`src/hdl/stsc_pkg.sv`:
```
// ----------------------------------------------------------------------------
// stsc_pkg
// shared types, token kind codes and character constants of the token scanner
// ----------------------------------------------------------------------------
`default_nettype none

package stsc_pkg;

   // default position counter width
   localparam int POS_WIDTH_DEF = 16;

   // depth of the token queue between scanner and output
   localparam int QUEUE_DEPTH = 4;

   // token kinds
   localparam logic [2:0] KIND_INT    = 3'd0;
   localparam logic [2:0] KIND_IDENT  = 3'd1;
   localparam logic [2:0] KIND_STRING = 3'd2;
   localparam logic [2:0] KIND_DELIM  = 3'd3;
   localparam logic [2:0] KIND_UNTERM = 3'd4;
   localparam logic [2:0] KIND_BAD    = 3'd5;

   // saturation limit of integer tokens
   localparam logic [30:0] VALUE_MAX = 31'h7FFF_FFFF;

   // characters
   localparam logic [7:0] CH_SPACE      = 8'h20;
   localparam logic [7:0] CH_TAB        = 8'h09;
   localparam logic [7:0] CH_CR         = 8'h0D;
   localparam logic [7:0] CH_ZERO       = 8'h30;
   localparam logic [7:0] CH_NINE       = 8'h39;
   localparam logic [7:0] CH_LOWER_A    = 8'h61;
   localparam logic [7:0] CH_LOWER_Z    = 8'h7A;
   localparam logic [7:0] CH_UPPER_A    = 8'h41;
   localparam logic [7:0] CH_UPPER_Z    = 8'h5A;
   localparam logic [7:0] CH_UNDERSCORE = 8'h5F;
   localparam logic [7:0] CH_QUOTE      = 8'h27;
   localparam logic [7:0] CH_DOT        = 8'h2E;
   localparam logic [7:0] CH_EQUAL      = 8'h3D;
   localparam logic [7:0] CH_COMMA      = 8'h2C;
   localparam logic [7:0] CH_LPAREN     = 8'h28;
   localparam logic [7:0] CH_RPAREN     = 8'h29;

   typedef struct packed {
      logic [7:0] ch;
      logic       end_of_text;
   } req_type;

   typedef struct packed {
      logic [2:0]  tok_kind;
      logic [15:0] tok_start;
      logic [15:0] tok_len;
      logic [30:0] int_value;
      logic        int_overflow;
      logic [7:0]  tok_char;
      logic        last_of_run;
   } rsp_type;

   // up to two tokens produced by one byte: the one it ends, the one it starts
   typedef struct packed {
      logic    a_valid;
      logic    b_valid;
      rsp_type a;
      rsp_type b;
   } tok_push_type;

   function automatic rsp_type make_tok(input logic [2:0]  kind,
                                        input logic [15:0] start,
                                        input logic [15:0] len,
                                        input logic [30:0] value,
                                        input logic        ovf,
                                        input logic [7:0]  c);
      rsp_type t;
      t.tok_kind     = kind;
      t.tok_start    = start;
      t.tok_len      = len;
      t.int_value    = value;
      t.int_overflow = ovf;
      t.tok_char     = c;
      t.last_of_run  = 1'b0;
      return t;
   endfunction

endpackage

`default_nettype wire

```
`src/hdl/stsc_front.sv`:
```
// ----------------------------------------------------------------------------
// stsc_front
// byte classifier and token state machine, one byte per cycle while in_valid is high
// ----------------------------------------------------------------------------
`default_nettype none

module stsc_front
   import stsc_pkg::*;
#(
   parameter int POS_WIDTH = POS_WIDTH_DEF
) (
   input  wire logic         clock,
   input  wire logic         reset,
   input  wire logic         in_valid,
   input  wire req_type      in_data,
   output tok_push_type      tok_push
);

   localparam logic [2:0] MODE_IDLE   = 3'd0;
   localparam logic [2:0] MODE_INT    = 3'd1;
   localparam logic [2:0] MODE_IDENT  = 3'd2;
   localparam logic [2:0] MODE_STRING = 3'd3;
   localparam logic [2:0] MODE_ERROR  = 3'd4;

   logic [2:0]           mode_ff,  mode_in;
   logic [POS_WIDTH-1:0] pos_ff,   pos_in;
   logic [POS_WIDTH-1:0] begin_ff, begin_in;
   logic [30:0]          acc_ff,   acc_in;
   logic                 sat_ff,   sat_in;

   logic [7:0] c;
   logic       eot;
   logic       is_space, is_digit, is_word, is_quote, is_delim;
   logic [3:0] digit;
   logic [34:0] prod;
   logic        over;
   logic [30:0] dig_acc;
   logic        dig_sat;

   logic [POS_WIDTH-1:0] len_before, len_with;
   logic [POS_WIDTH+15:0] pos_ext, begin_ext, lenb_ext, lenw_ext;
   logic [15:0] pos16, begin16, lenb16, lenw16;
   logic        do_start;

   assign c   = in_data.ch;
   assign eot = in_data.end_of_text;

   assign is_space = (c == CH_SPACE) || (c >= CH_TAB && c <= CH_CR);
   assign is_digit = (c >= CH_ZERO && c <= CH_NINE);
   assign is_word  = (c >= CH_LOWER_A && c <= CH_LOWER_Z) ||
                     (c >= CH_UPPER_A && c <= CH_UPPER_Z) || (c == CH_UNDERSCORE);
   assign is_quote = (c == CH_QUOTE);
   assign is_delim = (c == CH_DOT) || (c == CH_EQUAL) || (c == CH_COMMA) ||
                     (c == CH_LPAREN) || (c == CH_RPAREN);

   // acc*10 + digit by shift and add
   assign digit = c[3:0];
   assign prod  = ({4'b0, acc_ff} << 3) + ({4'b0, acc_ff} << 1) + {31'b0, digit};
   assign over  = prod > {4'b0, VALUE_MAX};
   assign dig_acc = over ? VALUE_MAX : prod[30:0];
   assign dig_sat = sat_ff | over;

   // positions and lengths wrap at the counter width, reported in 16 bits
   assign len_before = pos_ff - begin_ff;
   assign len_with   = pos_ff + 1'b1 - begin_ff;
   assign pos_ext    = {16'b0, pos_ff};
   assign begin_ext  = {16'b0, begin_ff};
   assign lenb_ext   = {16'b0, len_before};
   assign lenw_ext   = {16'b0, len_with};
   assign pos16      = pos_ext[15:0];
   assign begin16    = begin_ext[15:0];
   assign lenb16     = lenb_ext[15:0];
   assign lenw16     = lenw_ext[15:0];

   always_comb begin
      mode_in  = mode_ff;
      pos_in   = pos_ff;
      begin_in = begin_ff;
      acc_in   = acc_ff;
      sat_in   = sat_ff;
      do_start = 1'b0;
      tok_push.a_valid = 1'b0;
      tok_push.b_valid = 1'b0;
      tok_push.a = make_tok(KIND_INT, 16'd0, 16'd0, 31'd0, 1'b0, 8'd0);
      tok_push.b = make_tok(KIND_INT, 16'd0, 16'd0, 31'd0, 1'b0, 8'd0);

      if (in_valid) begin
         // token ended or continued by this byte
         case (mode_ff)
            MODE_INT: begin
               if (is_digit) begin
                  acc_in = dig_acc;
                  sat_in = dig_sat;
                  if (eot) begin
                     tok_push.a_valid = 1'b1;
                     tok_push.a = make_tok(KIND_INT, begin16, lenw16, dig_acc, dig_sat, 8'd0);
                  end
               end else begin
                  tok_push.a_valid = 1'b1;
                  tok_push.a = make_tok(KIND_INT, begin16, lenb16, acc_ff, sat_ff, 8'd0);
                  mode_in  = MODE_IDLE;
                  do_start = 1'b1;
               end
            end
            MODE_IDENT: begin
               if (is_word) begin
                  if (eot) begin
                     tok_push.a_valid = 1'b1;
                     tok_push.a = make_tok(KIND_IDENT, begin16, lenw16, 31'd0, 1'b0, 8'd0);
                  end
               end else begin
                  tok_push.a_valid = 1'b1;
                  tok_push.a = make_tok(KIND_IDENT, begin16, lenb16, 31'd0, 1'b0, 8'd0);
                  mode_in  = MODE_IDLE;
                  do_start = 1'b1;
               end
            end
            MODE_STRING: begin
               if (is_quote) begin
                  tok_push.a_valid = 1'b1;
                  tok_push.a = make_tok(KIND_STRING, begin16, lenw16, 31'd0, 1'b0, 8'd0);
                  mode_in = MODE_IDLE;
               end else if (eot) begin
                  tok_push.a_valid = 1'b1;
                  tok_push.a = make_tok(KIND_UNTERM, begin16, lenw16, 31'd0, 1'b0, 8'd0);
               end
            end
            MODE_IDLE: begin
               do_start = 1'b1;
            end
            default: begin
            end
         endcase

         // token started by this byte
         if (do_start && !is_space) begin
            begin_in = pos_ff;
            if (is_digit) begin
               acc_in  = {27'b0, digit};
               sat_in  = 1'b0;
               mode_in = MODE_INT;
               if (eot) begin
                  tok_push.b_valid = 1'b1;
                  tok_push.b = make_tok(KIND_INT, pos16, 16'd1, {27'b0, digit}, 1'b0, 8'd0);
               end
            end else if (is_word) begin
               mode_in = MODE_IDENT;
               if (eot) begin
                  tok_push.b_valid = 1'b1;
                  tok_push.b = make_tok(KIND_IDENT, pos16, 16'd1, 31'd0, 1'b0, 8'd0);
               end
            end else if (is_quote) begin
               mode_in = MODE_STRING;
               if (eot) begin
                  tok_push.b_valid = 1'b1;
                  tok_push.b = make_tok(KIND_UNTERM, pos16, 16'd1, 31'd0, 1'b0, 8'd0);
               end
            end else if (is_delim) begin
               tok_push.b_valid = 1'b1;
               tok_push.b = make_tok(KIND_DELIM, pos16, 16'd1, 31'd0, 1'b0, c);
            end else begin
               tok_push.b_valid = 1'b1;
               tok_push.b = make_tok(KIND_BAD, pos16, 16'd1, 31'd0, 1'b0, c);
               mode_in = MODE_ERROR;
            end
         end

         if (tok_push.b_valid) begin
            tok_push.b.last_of_run = 1'b1;
         end else if (tok_push.a_valid) begin
            tok_push.a.last_of_run = 1'b1;
         end

         // end of text starts a new text at position zero
         if (eot) begin
            mode_in  = MODE_IDLE;
            pos_in   = '0;
            begin_in = '0;
            acc_in   = '0;
            sat_in   = 1'b0;
         end else begin
            pos_in = pos_ff + 1'b1;
         end
      end
   end

   always_ff @(posedge clock) begin
      if (reset) begin
         mode_ff  <= MODE_IDLE;
         pos_ff   <= '0;
         begin_ff <= '0;
         acc_ff   <= '0;
         sat_ff   <= 1'b0;
      end else begin
         mode_ff  <= mode_in;
         pos_ff   <= pos_in;
         begin_ff <= begin_in;
         acc_ff   <= acc_in;
         sat_ff   <= sat_in;
      end
   end

endmodule

`default_nettype wire

```
`src/hdl/stsc_queue.sv`:
```
// ----------------------------------------------------------------------------
// stsc_queue
// token queue, up to two writes and one read per cycle
// ----------------------------------------------------------------------------
`default_nettype none

module stsc_queue
   import stsc_pkg::*;
(
   input  wire logic         clock,
   input  wire logic         reset,
   input  wire tok_push_type tok_push,
   input  wire logic         pop,
   output rsp_type           rsp_data,
   output logic              empty,
   output logic              full
);

   localparam int PTR_W = $clog2(QUEUE_DEPTH);
   localparam int CNT_W = $clog2(QUEUE_DEPTH + 1);
   localparam logic [CNT_W-1:0] ROOM_LIMIT = CNT_W'(QUEUE_DEPTH - 2);

   rsp_type entry_ff [QUEUE_DEPTH];

   logic [PTR_W-1:0] wr_ptr_ff, wr_ptr_in;
   logic [PTR_W-1:0] rd_ptr_ff, rd_ptr_in;
   logic [CNT_W-1:0] count_ff,  count_in;
   logic [PTR_W-1:0] wr_next;
   logic [1:0]       n_wr;
   logic             do_pop;
   rsp_type          first;

   assign wr_next = wr_ptr_ff + 1'b1;
   assign n_wr    = {1'b0, tok_push.a_valid} + {1'b0, tok_push.b_valid};
   assign first   = tok_push.a_valid ? tok_push.a : tok_push.b;
   assign empty   = (count_ff == '0);
   // room for two tokens is kept, whatever the next byte brings
   assign full    = (count_ff > ROOM_LIMIT);
   assign do_pop  = pop && !empty;
   assign rsp_data = entry_ff[rd_ptr_ff];

   assign wr_ptr_in = wr_ptr_ff + PTR_W'(n_wr);
   assign rd_ptr_in = rd_ptr_ff + PTR_W'(do_pop);
   assign count_in  = count_ff + CNT_W'(n_wr) - CNT_W'(do_pop);

   always_ff @(posedge clock) begin
      if (n_wr != 2'd0) begin
         entry_ff[wr_ptr_ff] <= first;
      end
      if (n_wr == 2'd2) begin
         entry_ff[wr_next] <= tok_push.b;
      end
   end

   always_ff @(posedge clock) begin
      if (reset) begin
         wr_ptr_ff <= '0;
         rd_ptr_ff <= '0;
         count_ff  <= '0;
      end else begin
         wr_ptr_ff <= wr_ptr_in;
         rd_ptr_ff <= rd_ptr_in;
         count_ff  <= count_in;
      end
   end

endmodule

`default_nettype wire

```
`src/hdl/sql_token_scanner.sv`:
```
// ----------------------------------------------------------------------------
// sql_token_scanner
// lexical scanner for sql statement text, one byte in, up to two tokens out
// ----------------------------------------------------------------------------
//  channel    ports                  direction  accepted when
//  request    push, full, req_data   in         push && !full
//  token      empty, pop, rsp_data   out        pop && !empty
//
//  one byte per clock while full is low; a byte's tokens enter the queue in the
//  same cycle and, if the queue was empty, the oldest one shows on rsp_data the
//  cycle after; the byte rate is set by the scanner state machine and by full;
//  a byte that ends one token and also forms a token of its own gives two tokens
//  full rises when the 4-entry queue has room for fewer than two tokens
//  reset is synchronous, active high, and returns to position zero, idle
// ----------------------------------------------------------------------------
`default_nettype none

module sql_token_scanner
   import stsc_pkg::*;
#(
   parameter int POS_WIDTH = POS_WIDTH_DEF
) (
   input  wire logic    clock,
   input  wire logic    reset,
   // request side
   input  wire logic    push,
   output logic         full,
   input  wire req_type req_data,
   // token side
   output logic         empty,
   input  wire logic    pop,
   output rsp_type      rsp_data
);

   logic         accept;
   tok_push_type tok_push;

   // a pushed byte is taken whenever the queue can absorb two tokens
   assign accept = push && !full;

   // front: classifies each byte and tracks the pending token
   stsc_front #(
      .POS_WIDTH (POS_WIDTH)
   ) u_front (
      .clock    (clock),
      .reset    (reset),
      .in_valid (accept),
      .in_data  (req_data),
      .tok_push (tok_push)
   );

   // back: queues finished tokens until popped
   stsc_queue u_queue (
      .clock    (clock),
      .reset    (reset),
      .tok_push (tok_push),
      .pop      (pop),
      .rsp_data (rsp_data),
      .empty    (empty),
      .full     (full)
   );

`ifndef SYNTHESIS
   // tokens only come from an accepted byte
   assert property (@(posedge clock) disable iff (reset)
      (tok_push.a_valid || tok_push.b_valid) |-> accept)
      else $error("token produced without an accepted byte");

   // with two tokens from one byte only the second closes the run
   assert property (@(posedge clock) disable iff (reset)
      (tok_push.a_valid && tok_push.b_valid) |->
         (!tok_push.a.last_of_run && tok_push.b.last_of_run))
      else $error("last_of_run on the wrong token of a pair");

   // a single token from an accepted byte is marked last
   assert property (@(posedge clock) disable iff (reset)
      (tok_push.a_valid && !tok_push.b_valid) |-> tok_push.a.last_of_run)
      else $error("single token not marked last");

   // value and overflow belong to integer tokens only
   assert property (@(posedge clock) disable iff (reset)
      (!empty && rsp_data.tok_kind != KIND_INT) |->
         (rsp_data.int_value == 31'd0 && !rsp_data.int_overflow))
      else $error("integer value on a non-integer token");
`endif

endmodule

`default_nettype wire

```
`config.mk`:
```
export PLATFORM = sky130hd
export DESIGN_NAME = sql_token_scanner
export DESIGN_NICKNAME = d
export VERILOG_FILES = /design/src/hdl/stsc_pkg.sv /design/src/hdl/stsc_front.sv /design/src/hdl/stsc_queue.sv /design/src/hdl/sql_token_scanner.sv
export SDC_FILE = /design/constraint.sdc
export NUM_CORES = 1
export LEC_CHECK = 0
export ABC_AREA = 1
export BUFFER_PORTS_ARGS = -buffer_cell sky130_fd_sc_hd__buf_2
export CAP_MARGIN = 20
export CORE_UTILIZATION = 51
export CTS_CLUSTER_SIZE = 14
export DETAILED_ROUTE_END_ITERATION = 10
export GPL_TIMING_DRIVEN = 0
export HOLD_SLACK_MARGIN = 0.12
export PLACE_DENSITY_LB_ADDON = 0.12
export SLEW_MARGIN = 0
export SYNTH_ARGS = -nofsm -noshare
export SYNTH_HDL_FRONTEND = slang
export SYNTH_SLANG_ARGS = --single-unit
```
`constraint.sdc`:
```
create_clock -name clock -period 5.16 [get_ports clock]
set_clock_uncertainty 0.2 [all_clocks]
set_input_delay 0.774 -clock clock [delete_from_list [all_inputs] [get_ports clock]]
set_output_delay 0.774 -clock clock [all_outputs]
set_load 0.005 [all_outputs]
```
==> impl_metrics.csv <==
group,metric,value,unit
sta,setup-tns-final,0,ns
routing,vias,22585,
cells_and_area,final_core_utilization,58.2,%
clock_tree,number_of_buffers_created_by_cts,43,
yosys,yosys.area.top_type,"sky130_fd_sc_hd__dfxtp_1",
global_routing,global_route.usage.total,35.3,%
setup_path,cp_slowest_stage_delay,0.89,ns
clock_tree,path_clk_slew,0.06,ns
routing,met1Wirelength,34300,microns
clock_tree,cts.htree.levels,2,
yosys,synth_cells,3208,
hold_path,worst_hold_path.num_cells,2,
routing,met3_routed_wirelength,7880,microns
sta,report.final.hold_viol_count,0,
floorplan,top_level_ports,91,
yosys,synth_top_area_share,21.9,%
yosys,synth_enable_flop_cells,132,
yosys,synth_top_family_by_area,"simple AND/OR/NAND/NOR gates",
setup_path,worstSetupPathDepth,18,
routing,post_drt_wl_per_cell,20.0,microns
floorplan,floorplan.core_area,0.0433,sq mm
power_and_ir_drop,total_power,9.43,mW
placement,routabilityCongestion,0.957,
setup_path,cp-endpoint,"u_queue.entry_ff[3][7]",
run_status,run_status,"finished clean",
clock_tree,cts.sinks,378,
clock_tree,cts_setup_buffers,0,
setup_path,worst_setup_ep_type,"flop",
setup_path,timing.critical_path.slowest_stage_cell,"sky130_fd_sc_hd__nor3_2",
power_and_ir_drop,internal-power,5.97,mW
yosys,post_synth_mux_area_share,0,%
routing,post-route-drc-count,0,
setup_path,worstRegToRegCells,14,
setup_path,r2r-start,"u_front.mode_ff[2]",
sta,rsz0062_at_grt,"false",
yosys,synth_fp_nets,3325,
yosys,yosys_register_bits,378,
run,drv_cap,0,
sta,minimum_clock_period,5.00,ns
setup_path,r2r-end,"u_queue.entry_ff[3][7]",
routing,drtIter0Drc,2798,
setup_path,worst_ep_arrival_time,5.22,ns
clock_tree,worst_skew_pair.late_latency,0.59,ns
cells_and_area,syn_to_final_growth,12.2,%
power_and_ir_drop,clockPowerShare,33.4,%
clock_tree,ctsRootBufferMaster,"sky130_fd_sc_hd__clkbuf_16",
yosys,adder_and_majority_cell_fraction_of_the_synthesized_area,5.97,%
power_and_ir_drop,powerDensity,374,mW/mm^2
floorplan,start_util,51.9,%
routing,dr.pass1.iters,8,
cells_and_area,fillerInstances,4175,
yosys,synth_compound_gate_area_share,16.1,%
placement,placed_wire_length_estimate,59100,microns
cells_and_area,final_layout_size_suffix_gt1_share,8.23,%
floorplan,die_h,212,microns
power_and_ir_drop,power.share.switching,36.7,%
sta,min_period_over_period,96.9,%
yosys,yosysSeqAreaShare,39.6,%
sta,tightestPinTransition,1.06,ns
power_and_ir_drop,power.switching,3.46,mW
power_and_ir_drop,power.ir.vdd_worst,0.000274,V
setup_path,crit_fanout,26,
routing,drt-vias-per-instance,5.70,
clock_tree,cts_tree,"built",
sta,fmax,200,MHz
power_and_ir_drop,power_leakage,11.5,nW
yosys,synth.cell_area,0.0224,sq mm
routing,detail_route.wirelength,79400,microns
routing,dr_wl_met2,34400,microns
setup_path,critPathKind,"input port to flop",
yosys,synth_simple_gate_area_share,29.4,%
sta,slew_headroom,28.7,%
routing,top_signal_layer_used,"met5",
placement,portBuffers,87,
power_and_ir_drop,seq_power_share,35.2,%
setup_path,critPathLaunch,"req_data[4]",
power_and_ir_drop,power.share.combinational,31.4,%
cells_and_area,layout.nets,3463,
setup_path,critPathRequiredTime,5.38,ns
setup_path,crit_buf_inv,5,
yosys,synth.distinct_cells,55,
sta,finalMaxSlewViolations,0,
yosys,synth-async-reset-ratio,0,%
setup_path,start_kind,"input port",
hold_path,hp-class,"flop to flop",
global_routing,global_route_wire_length_before_repair,120000,microns
setup_path,reg2reg_slack,0.30,ns
yosys,synthesis.area_per_instance,6.99,sq um
global_routing,number_of_antenna_violations_at_the_first_check_in_global_routing,3,
sta,timing.final.setup_violations,0,
clock_tree,cts.path.max_buffers,3,
global_routing,first_global_vias,20673,
routing,drt.antenna.violating_nets,0,
yosys,synth_top_flop_cell,"sky130_fd_sc_hd__dfxtp_1",
yosys,synth_warnings,0,
floorplan,rows,76,
setup_path,critical-path-top-delay-family,"simple AND/OR/NAND/NOR gates",
yosys,synth_xor_area_share,1.64,%
floorplan,dieArea,0.0448,sq mm
yosys,ys_top_cells_by_area,"sky130_fd_sc_hd__dfxtp_1 (22%), sky130_fd_sc_hd__nand2_1 (19%), sky130_fd_sc_hd__edfxtp_1 (18%)",
global_routing,largest_net_degree_at_the_start_of_global_routing,27,
setup_path,path_cells,"buf_2 > inv_2 > a21oi_2 > o21ai_2 > nand2_2 > nand2_1 > o211ai_2 > nand2_4 > nor2_8 > nand2_4 > buf_12 > ha_1 > nor3_2 > nor2_2 > inv_2 > buf_12 > o21ai_1 > nor2_1",
floorplan,die_w,212,microns
global_routing,grt-ovfl-total,0,
[registers in the layout, summed over array words and instances (netlist names)]
signal	count
u_front.sat_ff	1
u_queue.wr_ptr_ff	2
u_queue.rd_ptr_ff	2
u_front.begin16	16
u_queue.entry_ff	304
u_front.pos16	16
u_queue.count_ff	3
u_front.mode_ff	3
u_front.acc_ff	31
[power by group through the flow]
stage | registers [mW] | logic, mW | clock network, mW
2_1_floorplan | 3.36 | 1.65 | 0
3_3_place_gp | 3.38 | 2.83 | 0
3_5_place_dp | 3.38 | 2.89 | 0
4_1_cts | 3.31 | 2.90 | 3.16
5_1_grt | 3.33 | 3.18 | 3.28
6_report | 3.32 | 2.96 | 3.15
[Yosys cell counts, types with 4 or more instances]
cell                          n
sky130_fd_sc_hd__xor2_1      26
sky130_fd_sc_hd__nand2_4      4
sky130_fd_sc_hd__clkbuf_1   120
sky130_fd_sc_hd__xnor2_1     16
sky130_fd_sc_hd__nor2_8       9
sky130_fd_sc_hd__nand2_2     14
sky130_fd_sc_hd__buf_2       22
sky130_fd_sc_hd__ha_1        99
sky130_fd_sc_hd__nand2_1   1119
sky130_fd_sc_hd__o22ai_1     95
sky130_fd_sc_hd__or2_2        6
sky130_fd_sc_hd__o21ai_0    305
sky130_fd_sc_hd__nand4_1     11
sky130_fd_sc_hd__a21boi_0     7
sky130_fd_sc_hd__clkinv_1     5
sky130_fd_sc_hd__buf_1        7
sky130_fd_sc_hd__o21bai_1     8
sky130_fd_sc_hd__buf_4        4
sky130_fd_sc_hd__a31oi_1      7
sky130_fd_sc_hd__fa_1         5
sky130_fd_sc_hd__nor3_1      24
sky130_fd_sc_hd__nand3_1    114
sky130_fd_sc_hd__o21ai_1     39
sky130_fd_sc_hd__nand3b_1     9
sky130_fd_sc_hd__edfxtp_1   132
sky130_fd_sc_hd__nor2_1     279
sky130_fd_sc_hd__nor2_2       4
sky130_fd_sc_hd__a21o_1       7
sky130_fd_sc_hd__nor3_2       8
sky130_fd_sc_hd__dfxtp_1    246
sky130_fd_sc_hd__inv_2       13
sky130_fd_sc_hd__o21ai_2     18
sky130_fd_sc_hd__inv_1      244
sky130_fd_sc_hd__a21oi_1    152
[timing repair]
action,CTS,global route
cloned,0,0
hold buffers,0,0
resized for setup,1,4
setup endpoints to repair,8,107
[routing by layer]
layer / global-route usage, % / vias to the layer above
met3: 6.44 / 169
met2: 53.9 / 1051
met5: 0 / -
met1: 49.8 / 10577
met4: 12.0 / 2
li1: - / 10786
[cells in the final DEF, fill, tap and decap left out, types with 6 or more instances in the layout]
master / n
sky130_fd_sc_hd__a31oi_1: 7
sky130_fd_sc_hd__o22ai_1: 95
sky130_fd_sc_hd__nand3b_1: 9
sky130_fd_sc_hd__edfxtp_1: 132
sky130_fd_sc_hd__nor3_1: 24
sky130_fd_sc_hd__nor3_2: 6
sky130_fd_sc_hd__o21ai_2: 18
sky130_fd_sc_hd__dfxtp_1: 246
sky130_fd_sc_hd__ha_1: 99
sky130_fd_sc_hd__inv_1: 243
sky130_fd_sc_hd__inv_2: 14
sky130_fd_sc_hd__xor2_1: 26
sky130_fd_sc_hd__o21ai_0: 305
sky130_fd_sc_hd__nand3_1: 114
sky130_fd_sc_hd__o21bai_1: 8
sky130_fd_sc_hd__xnor2_1: 16
sky130_fd_sc_hd__clkbuf_1: 130
sky130_fd_sc_hd__a21oi_1: 152
sky130_fd_sc_hd__nor2_8: 9
sky130_fd_sc_hd__nand2_1: 1115
sky130_fd_sc_hd__a21boi_0: 7
sky130_fd_sc_hd__or2_2: 6
sky130_fd_sc_hd__buf_1: 7
sky130_fd_sc_hd__o21ai_1: 39
sky130_fd_sc_hd__nand2_2: 18
sky130_fd_sc_hd__clkinv_1: 6
sky130_fd_sc_hd__buf_2: 110
sky130_fd_sc_hd__a21o_1: 7
sky130_fd_sc_hd__nand4_1: 11
sky130_fd_sc_hd__clkbuf_8: 10
sky130_fd_sc_hd__nor2_1: 278
sky130_fd_sc_hd__clkbuf_16: 44
[metrics by stage]
stage | std cells | hold slack (ns) | setup slack (ns) | instance area, sq um
after floorplan | 3208 | 0.221 | 0.445 | 22400
after detailed placement | 3885 | 0.235 | -0.514 | 23700
after global routing | 3965 | 0.263 | 0.00323 | 25200
final | 3965 | 0.250 | 0.160 | 25200
after global placement | 3880 | 0.232 | -1.80 | 23600
after CTS | 3962 | 0.250 | -0.0176 | 25200
[worst register-to-register path: cells and delay by family (launching register included)]
kind            cells  cell delay (ns)
flops               1             0.40
fa+ha+maj           1             0.33
simple gates        8             2.47
compound gates      2             0.46
buf+inv             3             0.84
[worst min path at each step]
stage | endpoint | from | slack, ns
5_1_grt | u_queue.entry_ff[1][50] | u_queue.entry_ff[1][50] | 0.26
3_5_place_dp | u_queue.entry_ff[2][55] | u_queue.entry_ff[2][55] | 0.23
3_3_place_gp | u_queue.entry_ff[1][46] | u_queue.entry_ff[1][46] | 0.23
4_1_cts | u_queue.entry_ff[2][55] | u_queue.entry_ff[2][55] | 0.25
6_report | u_queue.entry_ff[2][54] | u_queue.entry_ff[2][54] | 0.25
2_1_floorplan | u_queue.entry_ff[1][55] | u_queue.entry_ff[1][55] | 0.22
[final cells by class]
cell class                      count  area (sq um)  share of cell area, %
Sequential cell                   378          8890                   35.3
Clock inverter                     13           160                  0.636
Buffer                            155           648                   2.57
Multi-Input combinational cell   2412         11900                   47.4
Clock buffer                       64          1280                   5.07
Antenna cell                        2          5.00                 0.0199
Inverter                          263           992                   3.94
Tap cell                          585           732                   2.91
Timing Repair Buffer               93           543                   2.16
[cell families (layout without fill, tap and decap cells)]
logic type,after synthesis,in the layout
xor+xnor,42,42
compound gates,657,657
other cells,0,2
fa+ha+maj,104,104
simple gates,1609,1609
buf+inv,418,588
flops,378,378
Note: power is estimated with default switching activity, not from simulation.
